`config.mk`:
```
export PLATFORM = sky130hd
export DESIGN_NAME = windowed_peak_level_meter_core
export DESIGN_NICKNAME = d
export VERILOG_FILES = /design/src/design/wpm_pkg.sv /design/src/design/windowed_peak_level_meter_core.sv
export SDC_FILE = /design/constraint.sdc
export NUM_CORES = 1
export LEC_CHECK = 0
export ABC_AREA = 1
export BUFFER_PORTS_ARGS = -buffer_cell sky130_fd_sc_hd__buf_4
export CORE_AREA = 4 4 214 153
export CTS_CLUSTER_DIAMETER = 100
export CTS_CLUSTER_SIZE = 10
export DETAILED_ROUTE_END_ITERATION = 10
export DIE_AREA = 0 0 218 157
export PLACE_DENSITY = 0.81
export SLEW_MARGIN = 40
export SYNTH_ARGS = -nofsm -noshare
export SYNTH_HDL_FRONTEND = slang
export SYNTH_SLANG_ARGS = --single-unit
```
`constraint.sdc`:
```
create_clock -name clk -period 2.9 [get_ports clk]
set_clock_uncertainty 0.05 [all_clocks]
set_input_delay 0.58 -clock clk [delete_from_list [all_inputs] [get_ports clk]]
set_output_delay 0.58 -clock clk [all_outputs]
set_load 0.02 [all_outputs]
```
`src/design/wpm_pkg.sv`:
```
`timescale 1ns / 1ps

package wpm_pkg;

  localparam int NUM_CHANNELS  = 2;
  localparam int HISTORY_SLOTS = 8;
  localparam int SAMPLE_BITS   = 16;

  localparam int RING_SIZE = HISTORY_SLOTS * NUM_CHANNELS;
  localparam int ADDR_W    = (RING_SIZE > 1) ? $clog2(RING_SIZE) : 1;
  localparam int CH_W      = (NUM_CHANNELS > 1) ? $clog2(NUM_CHANNELS) : 1;
  localparam int SLOT_W    = (HISTORY_SLOTS > 1) ? $clog2(HISTORY_SLOTS) : 1;
  localparam int SCNT_W    = $clog2(HISTORY_SLOTS + 1);
  localparam int MAG_W     = SAMPLE_BITS - 1;

  localparam int FPC_W      = 13;
  localparam int FRAME_W    = 12;
  localparam int CHAN_OUT_W = 3;
  localparam int LEVEL_W    = 15;

  localparam logic [FPC_W-1:0] FPC_RESET = FPC_W'(512);
  localparam logic [FPC_W-1:0] FPC_MAX   = FPC_W'(4096);

  typedef logic [MAG_W-1:0]  mag_t;
  typedef logic [ADDR_W-1:0] addr_t;

  typedef enum logic [4:0] {
    ST_CLEAR = 5'b00001,
    ST_IDLE  = 5'b00010,
    ST_RMW   = 5'b00100,
    ST_SCAN  = 5'b01000,
    ST_EMIT  = 5'b10000
  } state_t;

  function automatic addr_t ring_addr(input logic [SLOT_W-1:0] slot,
                                      input logic [CH_W-1:0] ch);
    ring_addr = ADDR_W'(int'(slot) * NUM_CHANNELS + int'(ch));
  endfunction

  // |sample|, most negative value saturates to the largest positive one
  function automatic mag_t sample_mag(input logic [SAMPLE_BITS-1:0] s);
    logic [SAMPLE_BITS-1:0] a;
    a = s[SAMPLE_BITS-1] ? (~s + SAMPLE_BITS'(1)) : s;
    sample_mag = a[SAMPLE_BITS-1] ? {MAG_W{1'b1}} : a[MAG_W-1:0];
  endfunction

endpackage

```
`src/design/windowed_peak_level_meter_core.sv`:
```
`timescale 1ns / 1ps

// Windowed peak level meter.
// Input channel: one signed sample per transaction (in_valid / in_stall),
// channels interleaved 0..NUM_CHANNELS-1. Each sample updates the running
// peak of its channel in the current ring slot (slot restarted on the first
// frame of a chunk). On each sample of the last frame of a chunk the block
// scans that channel's entries over all history slots and sends one result
// (out_channel, out_level, out_last) on the output channel; out_last marks
// the final channel. The slot pointer advances after the chunk.
// Each sample takes a memory read, then a write back (states IDLE, then RMW),
// as the ring memory read is registered; no new sample is taken before the
// write back. A sample that ends a chunk then steps through SCAN, one ring
// read per history slot, and EMIT, which loads the output register once free.
// Reset: synchronous, active low. Afterwards the ring is zeroed by a clearing
// pass over all RING_SIZE entries with in_stall high; cfg writes are taken anytime.
// The result sits in an output register; while out_stall is high samples are
// still accepted, and the block stalls its input once its next result is due.
module windowed_peak_level_meter_core (
  input  logic                                   clk,
  input  logic                                   rst_n,
  input  logic                                   in_valid,
  output logic                                   in_stall,
  input  logic signed [wpm_pkg::SAMPLE_BITS-1:0] in_sample,
  output logic                                   out_valid,
  input  logic                                   out_stall,
  output logic [wpm_pkg::CHAN_OUT_W-1:0]         out_channel,
  output logic [wpm_pkg::LEVEL_W-1:0]            out_level,
  output logic                                   out_last,
  input  logic                                   cfg_wr_en,
  input  logic [wpm_pkg::FPC_W-1:0]              cfg_wr_data
);
  import wpm_pkg::*;

  state_t state_r, state_nxt;

  mag_t  ring_mem [RING_SIZE];
  mag_t  rd_data_r;
  logic  mem_rd_en;
  addr_t mem_rd_addr;
  logic  mem_we;
  addr_t mem_wr_addr;
  mag_t  mem_wr_data;

  logic [FPC_W-1:0]   fpc_r;
  logic [SLOT_W-1:0]  slot_r;
  logic [CH_W-1:0]    chpos_r;
  logic [FRAME_W-1:0] frame_r;
  addr_t              clr_r;
  logic [SCNT_W-1:0]  scan_r;

  mag_t               mag_r;
  logic [CH_W-1:0]    ch_r;
  addr_t              idx_r;
  logic               end_r;
  logic               first_r;
  mag_t               best_r;

  logic                  out_valid_r;
  logic [CHAN_OUT_W-1:0] out_channel_r;
  logic [LEVEL_W-1:0]    out_level_r;
  logic                  out_last_r;

  logic               accept;
  logic [FPC_W-1:0]   eff_len;
  logic               chunk_end;
  mag_t               new_val;
  mag_t               best_nxt;
  logic               ch_last;
  logic               out_free;

  assign in_stall    = (state_r != ST_IDLE);
  assign accept      = in_valid && (state_r == ST_IDLE);
  assign out_valid   = out_valid_r;
  assign out_channel = out_channel_r;
  assign out_level   = out_level_r;
  assign out_last    = out_last_r;
  assign out_free    = !out_valid_r || !out_stall;

  always_comb begin
    if (fpc_r == '0) begin
      eff_len = FPC_W'(1);
    end else if (fpc_r > FPC_MAX) begin
      eff_len = FPC_MAX;
    end else begin
      eff_len = fpc_r;
    end
  end

  assign chunk_end = ({1'b0, frame_r} + FPC_W'(1)) >= eff_len;
  assign ch_last   = (chpos_r == CH_W'(NUM_CHANNELS - 1));
  assign new_val   = (first_r || (mag_r > rd_data_r)) ? mag_r : rd_data_r;
  assign best_nxt  = (rd_data_r > best_r) ? rd_data_r : best_r;

  // memory port control
  always_comb begin
    mem_rd_en   = 1'b0;
    mem_rd_addr = ring_addr(slot_r, chpos_r);
    mem_we      = 1'b0;
    mem_wr_addr = idx_r;
    mem_wr_data = new_val;
    case (state_r)
      ST_CLEAR: begin
        mem_we      = 1'b1;
        mem_wr_addr = clr_r;
        mem_wr_data = '0;
      end
      ST_IDLE: begin
        mem_rd_en = accept;
      end
      ST_RMW: begin
        mem_we = 1'b1;
      end
      ST_SCAN: begin
        mem_rd_en   = (scan_r < SCNT_W'(HISTORY_SLOTS));
        mem_rd_addr = ring_addr(scan_r[SLOT_W-1:0], ch_r);
      end
      default: begin
      end
    endcase
  end

  always_ff @(posedge clk) begin
    if (mem_we) begin
      ring_mem[mem_wr_addr] <= mem_wr_data;
    end
    if (mem_rd_en) begin
      rd_data_r <= ring_mem[mem_rd_addr];
    end
  end

  always_comb begin
    state_nxt = state_r;
    case (state_r)
      ST_CLEAR: begin
        if (clr_r == ADDR_W'(RING_SIZE - 1)) state_nxt = ST_IDLE;
      end
      ST_IDLE: begin
        if (accept) state_nxt = ST_RMW;
      end
      ST_RMW: begin
        state_nxt = end_r ? ST_SCAN : ST_IDLE;
      end
      ST_SCAN: begin
        if (scan_r == SCNT_W'(HISTORY_SLOTS)) state_nxt = ST_EMIT;
      end
      ST_EMIT: begin
        if (out_free) state_nxt = ST_IDLE;
      end
      default: state_nxt = ST_IDLE;
    endcase
  end

  // control state
  always_ff @(posedge clk) begin
    if (!rst_n) begin
      state_r     <= ST_CLEAR;
      clr_r       <= '0;
      fpc_r       <= FPC_RESET;
      slot_r      <= '0;
      chpos_r     <= '0;
      frame_r     <= '0;
      scan_r      <= '0;
      out_valid_r <= 1'b0;
    end else begin
      state_r <= state_nxt;
      if (cfg_wr_en) fpc_r <= cfg_wr_data;
      if (state_r == ST_CLEAR) clr_r <= clr_r + ADDR_W'(1);

      if (accept) begin
        if (ch_last) begin
          chpos_r <= '0;
          if (chunk_end) begin
            frame_r <= '0;
            slot_r  <= (slot_r == SLOT_W'(HISTORY_SLOTS - 1)) ? '0 : slot_r + SLOT_W'(1);
          end else begin
            frame_r <= frame_r + FRAME_W'(1);
          end
        end else begin
          chpos_r <= chpos_r + CH_W'(1);
        end
      end

      if (state_r == ST_RMW) begin
        scan_r <= '0;
      end else if (state_r == ST_SCAN) begin
        scan_r <= scan_r + SCNT_W'(1);
      end

      if (state_r == ST_EMIT && out_free) begin
        out_valid_r <= 1'b1;
      end else if (!out_stall) begin
        out_valid_r <= 1'b0;
      end
    end
  end

  // payload
  always_ff @(posedge clk) begin
    if (accept) begin
      mag_r   <= sample_mag(in_sample);
      ch_r    <= chpos_r;
      idx_r   <= ring_addr(slot_r, chpos_r);
      end_r   <= chunk_end;
      first_r <= (frame_r == '0);
    end
    if (state_r == ST_RMW) begin
      best_r <= '0;
    end else if (state_r == ST_SCAN && scan_r != '0) begin
      best_r <= best_nxt;
    end
    if (state_r == ST_EMIT && out_free) begin
      out_channel_r <= CHAN_OUT_W'(ch_r);
      out_level_r   <= LEVEL_W'(best_r);
      out_last_r    <= (ch_r == CH_W'(NUM_CHANNELS - 1));
    end
  end

endmodule

```
# --- Yosys cells after proc, flatten, opt, wreduce, memory -nomap -nowiden ---
# Memories as Yosys holds them, arrays and structs flattened. A register that Yosys moved wholly into a read port is not among the register bits.
# Index checks and enable logic that the tools add are counted.
# W data, S select, Z words.
totals:
  regBits: 96
  latch_bits: 0
  ramBits: 240
  rom_bits: 0
  in_bits: 34
  elab_cells: 85
  mem_count: 1
memory_table:
  columns: ["name", "words", "word_bits", "rd", "rd_ports_with_merged_regs", "write_ports", "line_no", "rtl"]
  rows:
  - ["ring_mem", 16, 15, 1, 1, 1, "windowed_peak_level_meter_core.sv:37", "mag_t ring_mem [RING_SIZE];"]
classes:
  addsub: 9
  multipliers: 0
  div_mod_pow: 0
  magnitude_cmp: 5
  n_eq_ne: 14
  shift: 0
  muxes: 22
  n_bitwise: 2
  n_reduce_logical: 16
ops:
  columns: ["op", "n"]
  rows:
  - ["$gt A15 B15 Y1", 2]
  - ["$mux W15", 2]
  - ["$mux W13", 2]
  - ["$pmux W5 S5", 1]
  - ["$mux W5", 4]
  - ["$add A16 B1 Y16 const B", 1]
  - ["$mux W16", 1]
  - ["$not A16 Y16", 1]
  - ["$add A12 B1 Y13 const B", 1]
  - ["$ge A13 B13 Y1", 1]
  - ["$gt A13 B13 Y1 const B", 1]
  - ["$logic_not A13 Y1", 1]
  - ["$add A12 B1 Y12 const B", 1]
  - ["$logic_not A12 Y1", 1]
  - ["$mux W12", 1]
  - ["$mux W4", 3]
  - ["$add A4 B1 Y4", 2]
  - ["$add A4 B1 Y4 const B", 2]
  - ["$eq A4 B4 Y1 const B", 2]
  - ["$ne A2 B2 Y1 const B", 4]
  - ["$mux W1", 6]
  - ["$eq A5 B1 Y1 const B", 1]
  - ["$eq A5 B2 Y1 const B", 1]
  - ["$eq A5 B3 Y1 const B", 1]
  - ["19 further kinds", 25]

# --- Logic depth before layout (Yosys ltp) ---
depth:
  ltp_word: 5
  mapped_depth: 18
  depth_no_buf: 17

# --- Least setup slack after synthesis ---
# Ideal clock, no wire load.
synth_path:
  path_kind: "flip-flop to flip-flop"
  from: "register frame_r[0]"
  to: "register frame_r[10]"
  setup_ps: 74
  arrival_time_ps: 2463
  setup_slack_ps: 313
  path_stages_with_launch: 19
  n_path_buf: 1
  cell_sequence: "dfxtp_1 -> ha_1 -> nand3_1 -> nor2_1 -> nand2_1 -> nor2_1 -> nand3_1 -> xor2_1 -> ha_1 -> nand2_1 -> inv_1 -> nor2_1 -> o21ai_0 -> a21oi_1 -> nand3_1 -> nor2_1 -> buf_4 -> nand2_1 -> o21ai_0"
synth_between:
  elab_chain_len: 3
synth_rtl:
  columns: ["item", "line_no", "rtl"]
  rows:
  - ["from (decl)", "windowed_peak_level_meter_core.sv:48", "logic [FRAME_W-1:0] frame_r;"]
  - ["from (signal assigned)", "windowed_peak_level_meter_core.sv:177", "frame_r <= frame_r + FRAME_W'(1);"]
  - ["$add A12 B1 Y13", "windowed_peak_level_meter_core.sv:90", "assign chunk_end = ({1'b0, frame_r} + FPC_W'(1)) >= eff_len;"]
  - ["$ge A13 B13 Y1", "windowed_peak_level_meter_core.sv:90", null]
  - ["named net chunk_end", "windowed_peak_level_meter_core.sv:66", "logic chunk_end;"]
  - ["$mux W12", "windowed_peak_level_meter_core.sv:173", "if (chunk_end) begin"]
# The timed path passes the listed nets, and every way through them passes these cells.
# A chain may end at the register's enable or synchronous reset.

# --- Worst setup path after layout ---
layout_path:
  from: "register mag_r[10]"
  to: "memory ring_mem[11][3] (netlist name) (data pin)"
layout_between:
  elab_chain_len: 4
layout_rtl:
  columns: ["item", "line_no", "rtl"]
  rows:
  - ["from (decl)", "windowed_peak_level_meter_core.sv:52", "mag_t mag_r;"]
  - ["from (signal assigned)", "windowed_peak_level_meter_core.sv:201", "mag_r <= sample_mag(in_sample);"]
  - ["$gt A15 B15 Y1", "windowed_peak_level_meter_core.sv:92", "assign new_val = (first_r || (mag_r > rd_data_r)) ? mag_r : rd_data_r;"]
  - ["$logic_or A1 B1 Y1", "windowed_peak_level_meter_core.sv:92", null]
  - ["$mux W15", "windowed_peak_level_meter_core.sv:92", null]
  - ["$mux W15", "windowed_peak_level_meter_core.sv:102", "case (state_r)"]
  - ["named net mem_wr_data[3]", "windowed_peak_level_meter_core.sv:43", "mag_t mem_wr_data;"]
  - ["to (decl)", "windowed_peak_level_meter_core.sv:37", null]
# The timed path passes the listed nets, and every way through them passes these cells.

==> flow_summary.ini <==
[timing]
fmaxAchievable_mhz = 358.3
max_slew.worst_pin.slew_ns = 0.7722
setup_violations = 0
fin_crit_ns = 2.791
final_max_slew_viol_count = 0
hold_viol = 0
setup_ws_ns = 0.1093
finalCritPeriodShare = 0.9623
max_slew_margin = 0.4847

[worst_setup_path]
path_max_fanout = 30
critPathMostFrequentCell = nand2_1
crit_type = reg -> reg
cp.required_ns = 3.07
cp_cell_sequence = ha_1, nand2_1, inv_1, nand3_1, nor3_1, buf_4, nand2_1, nand2_1, nand2_1, buf_12, nand3_1, nand2_1, nor2_2
r2r_start = mag_r[10]
end_kind = register
slowest_stage = nor2_2
setup.worst_path.start = mag_r[10]
startpoint_type = register
slowest_delay_ns = 0.59
crit_family = simple AND/OR/NAND/NOR gates
cp_data_arrival_time_ns = 2.96
cp.buffers_inverters = 3

[global_route]
grt_pass1_wl_um = 66070
grtUsageTotal = 0.2447
grt_max_degree = 61
grt_pass1_vias = 12480
overflow = 0
antenna_found_initial = 0

[detailed_routing]
antenna_left = 0
drc = 0
drt-total-wl_um = 42040
top_layer = met4
met2_wirelength_um = 18560
route.met3.wl_um = 5143
first_pass_iters = 6
num_vias = 13020
wl_per_cell_um = 17.93
drtIter0Drc = 1758
wl_met1_um = 17430
viasPerCell = 5.551

[clock_network]
root_buffer = clkbuf_16
clockBufferDepth = 3
cts_setup_buffers = 0
hold_buffers = 0
cts_max_level = 2
clk_pin_slew_ns = 0.06
clk_latency_ns = 0.54
cts_tree = built
numClockSinks = 350
cts_buffers = 40

[logic_synthesis]
ys_seq_area_frac = 0.5929
synth_seq_cells = 350
ys_warn_count = 0
synth_enable_flop_cells = 292
synthFlopType = edfxtp_1
synth_area_mm2 = 0.01675
avgSynthCellArea_um2 = 9.217
netlist_instances = 1817
ys_types = 43
postSynth.asyncResetShare = 0

[placement]
place_congestion = 0.8534
dpl_cell_area_mm2 = 0.01795
place_hpwl_um = 26650
dp_slack_ns = 0.01718
port_buffers = 52

[finish]
n_antenna_cell = 0
multiInputGateArea_mm2 = 0.005314
finalInstanceArea_mm2 = 0.01921
drive_gt1_frac = 0.1148
syn2layout_area_growth_pct = 14.72
seq_area_mm2 = 0.009935
fin_nets = 1987
final_cell_mix = nand2_1 (375), inv_1 (343), nand3_1 (318)
nFillCells = 2397
final_common_cell = nand2_1

[run]
drv_cap = 0

[power_and_ir_drop]
powerDensity_mw_per_mm2 = 631.1
ir_drop_mv = 0.4722
total_power_uw = 12120
leakage_uw = 0.008567

[hold_path]
min_path_type = in -> reg
hp-start = cfg_wr_data[9]

[die]
fp.dieH_um = 157
dieArea_mm2 = 0.03423
die_x_um = 218
initial_core_util = 0.5436
core_area_mm2 = 0.03081
io_pins = 55
num_rows = 54

[run_status]
status = complete, no violations
[worst paths after layout]
check        cells after the start  slack [ns]              end
max                             13        0.11  ring_mem[11][3]
min                              3        0.22         fpc_r[9]
max reg2reg                     13        0.11  ring_mem[11][3]
min reg2reg                      0        0.41     out_level[8]
[layer usage]
layer,track usage,vias up
met5,0,-
met4,0.07038,0
met3,0.05944,84
met2,0.3764,735
met1,0.3507,6111
li1,-,6086
[synth_stat cells (2+ instances only)]
cell      instances  area [um2]
a21o_1            3       22.52
a21oi_1          57       285.3
buf_1             3       11.26
buf_2            34       170.2
buf_4             7       52.55
clkbuf_1         31       116.4
dfxtp_1          58        1161
edfxtp_1        292        8768
ha_1             51       638.1
inv_1           345        1295
inv_2             3       11.26
nand2_1         379        1423
nand2_2           4       25.02
nand3_1         321        1607
nand4_1          18       112.6
nor2_1          114       427.9
nor2_2            4       25.02
nor2_4            2       22.52
nor3_1           11       55.05
nor4_1            5       31.28
o21a_1            2       15.01
o21ai_0          37       185.2
o21ai_1           2       10.01
o31ai_1           2       15.01
or2_2             5       31.28
xor2_1           10       87.58
[sequential cells by signal (all words and copies together), names as in the netlist, 5 cells and up]
register and flops:
ring_mem 240, best_r 15, mag_r 15, out_level 15, rd_data_r 15, fpc_r 13, frame_r 12, state_r 5
[area by class of cell]
type                       instances  area share
timing repair buffer             118     0.05217
inverter                         349     0.06819
clock buffer                      63     0.05770
clock inverter                     2   0.0009118
multi-input combinational       1043      0.2766
sequential                       350      0.5171
tap                              420     0.02735
[logic make-up after synthesis]
kind of cell | Yosys count | share of synthesized area
xor+xnor | 11 | 0.005753
compound gates | 110 | 0.03556
buf+inv | 425 | 0.09981
simple gates | 869 | 0.2276
flops | 350 | 0.5929
other cells | 1 | 0.0002239
fa+ha+maj | 51 | 0.03810
[per-stage QoR]
step                        util  instances  TNS, ns  hold slack [ns]
after global placement    0.5816       2279  -0.6011           0.3935
final                     0.6236       2345        0           0.2245
after floorplan                -       1818        0           0.3809
after detailed placement  0.5827       2279        0           0.3963
after CTS                 0.6194       2344        0           0.2069
after global routing      0.6236       2345  -0.3280           0.2235
[where the power goes]
group	switching, uW	internal, uW	leakage (uW)	total, uW
Clock	1910	2600	0.000540	4510
Sequential	111	6030	0.00322	6140
Combinational	1040	429	0.00481	1470
[worst min-delay path: stages]
cell	delay, ns
buf_4	0.08
nand2_1	0.04
nand3_1	0.07
[repair_timing]
item | in CTS | in global routing
resized for setup | 1 | 25
pin swaps | 0 | 4
cloned | 0 | 1
endpoints found under the setup margin | 3 | 29
(Power assumes the default switching activity.)
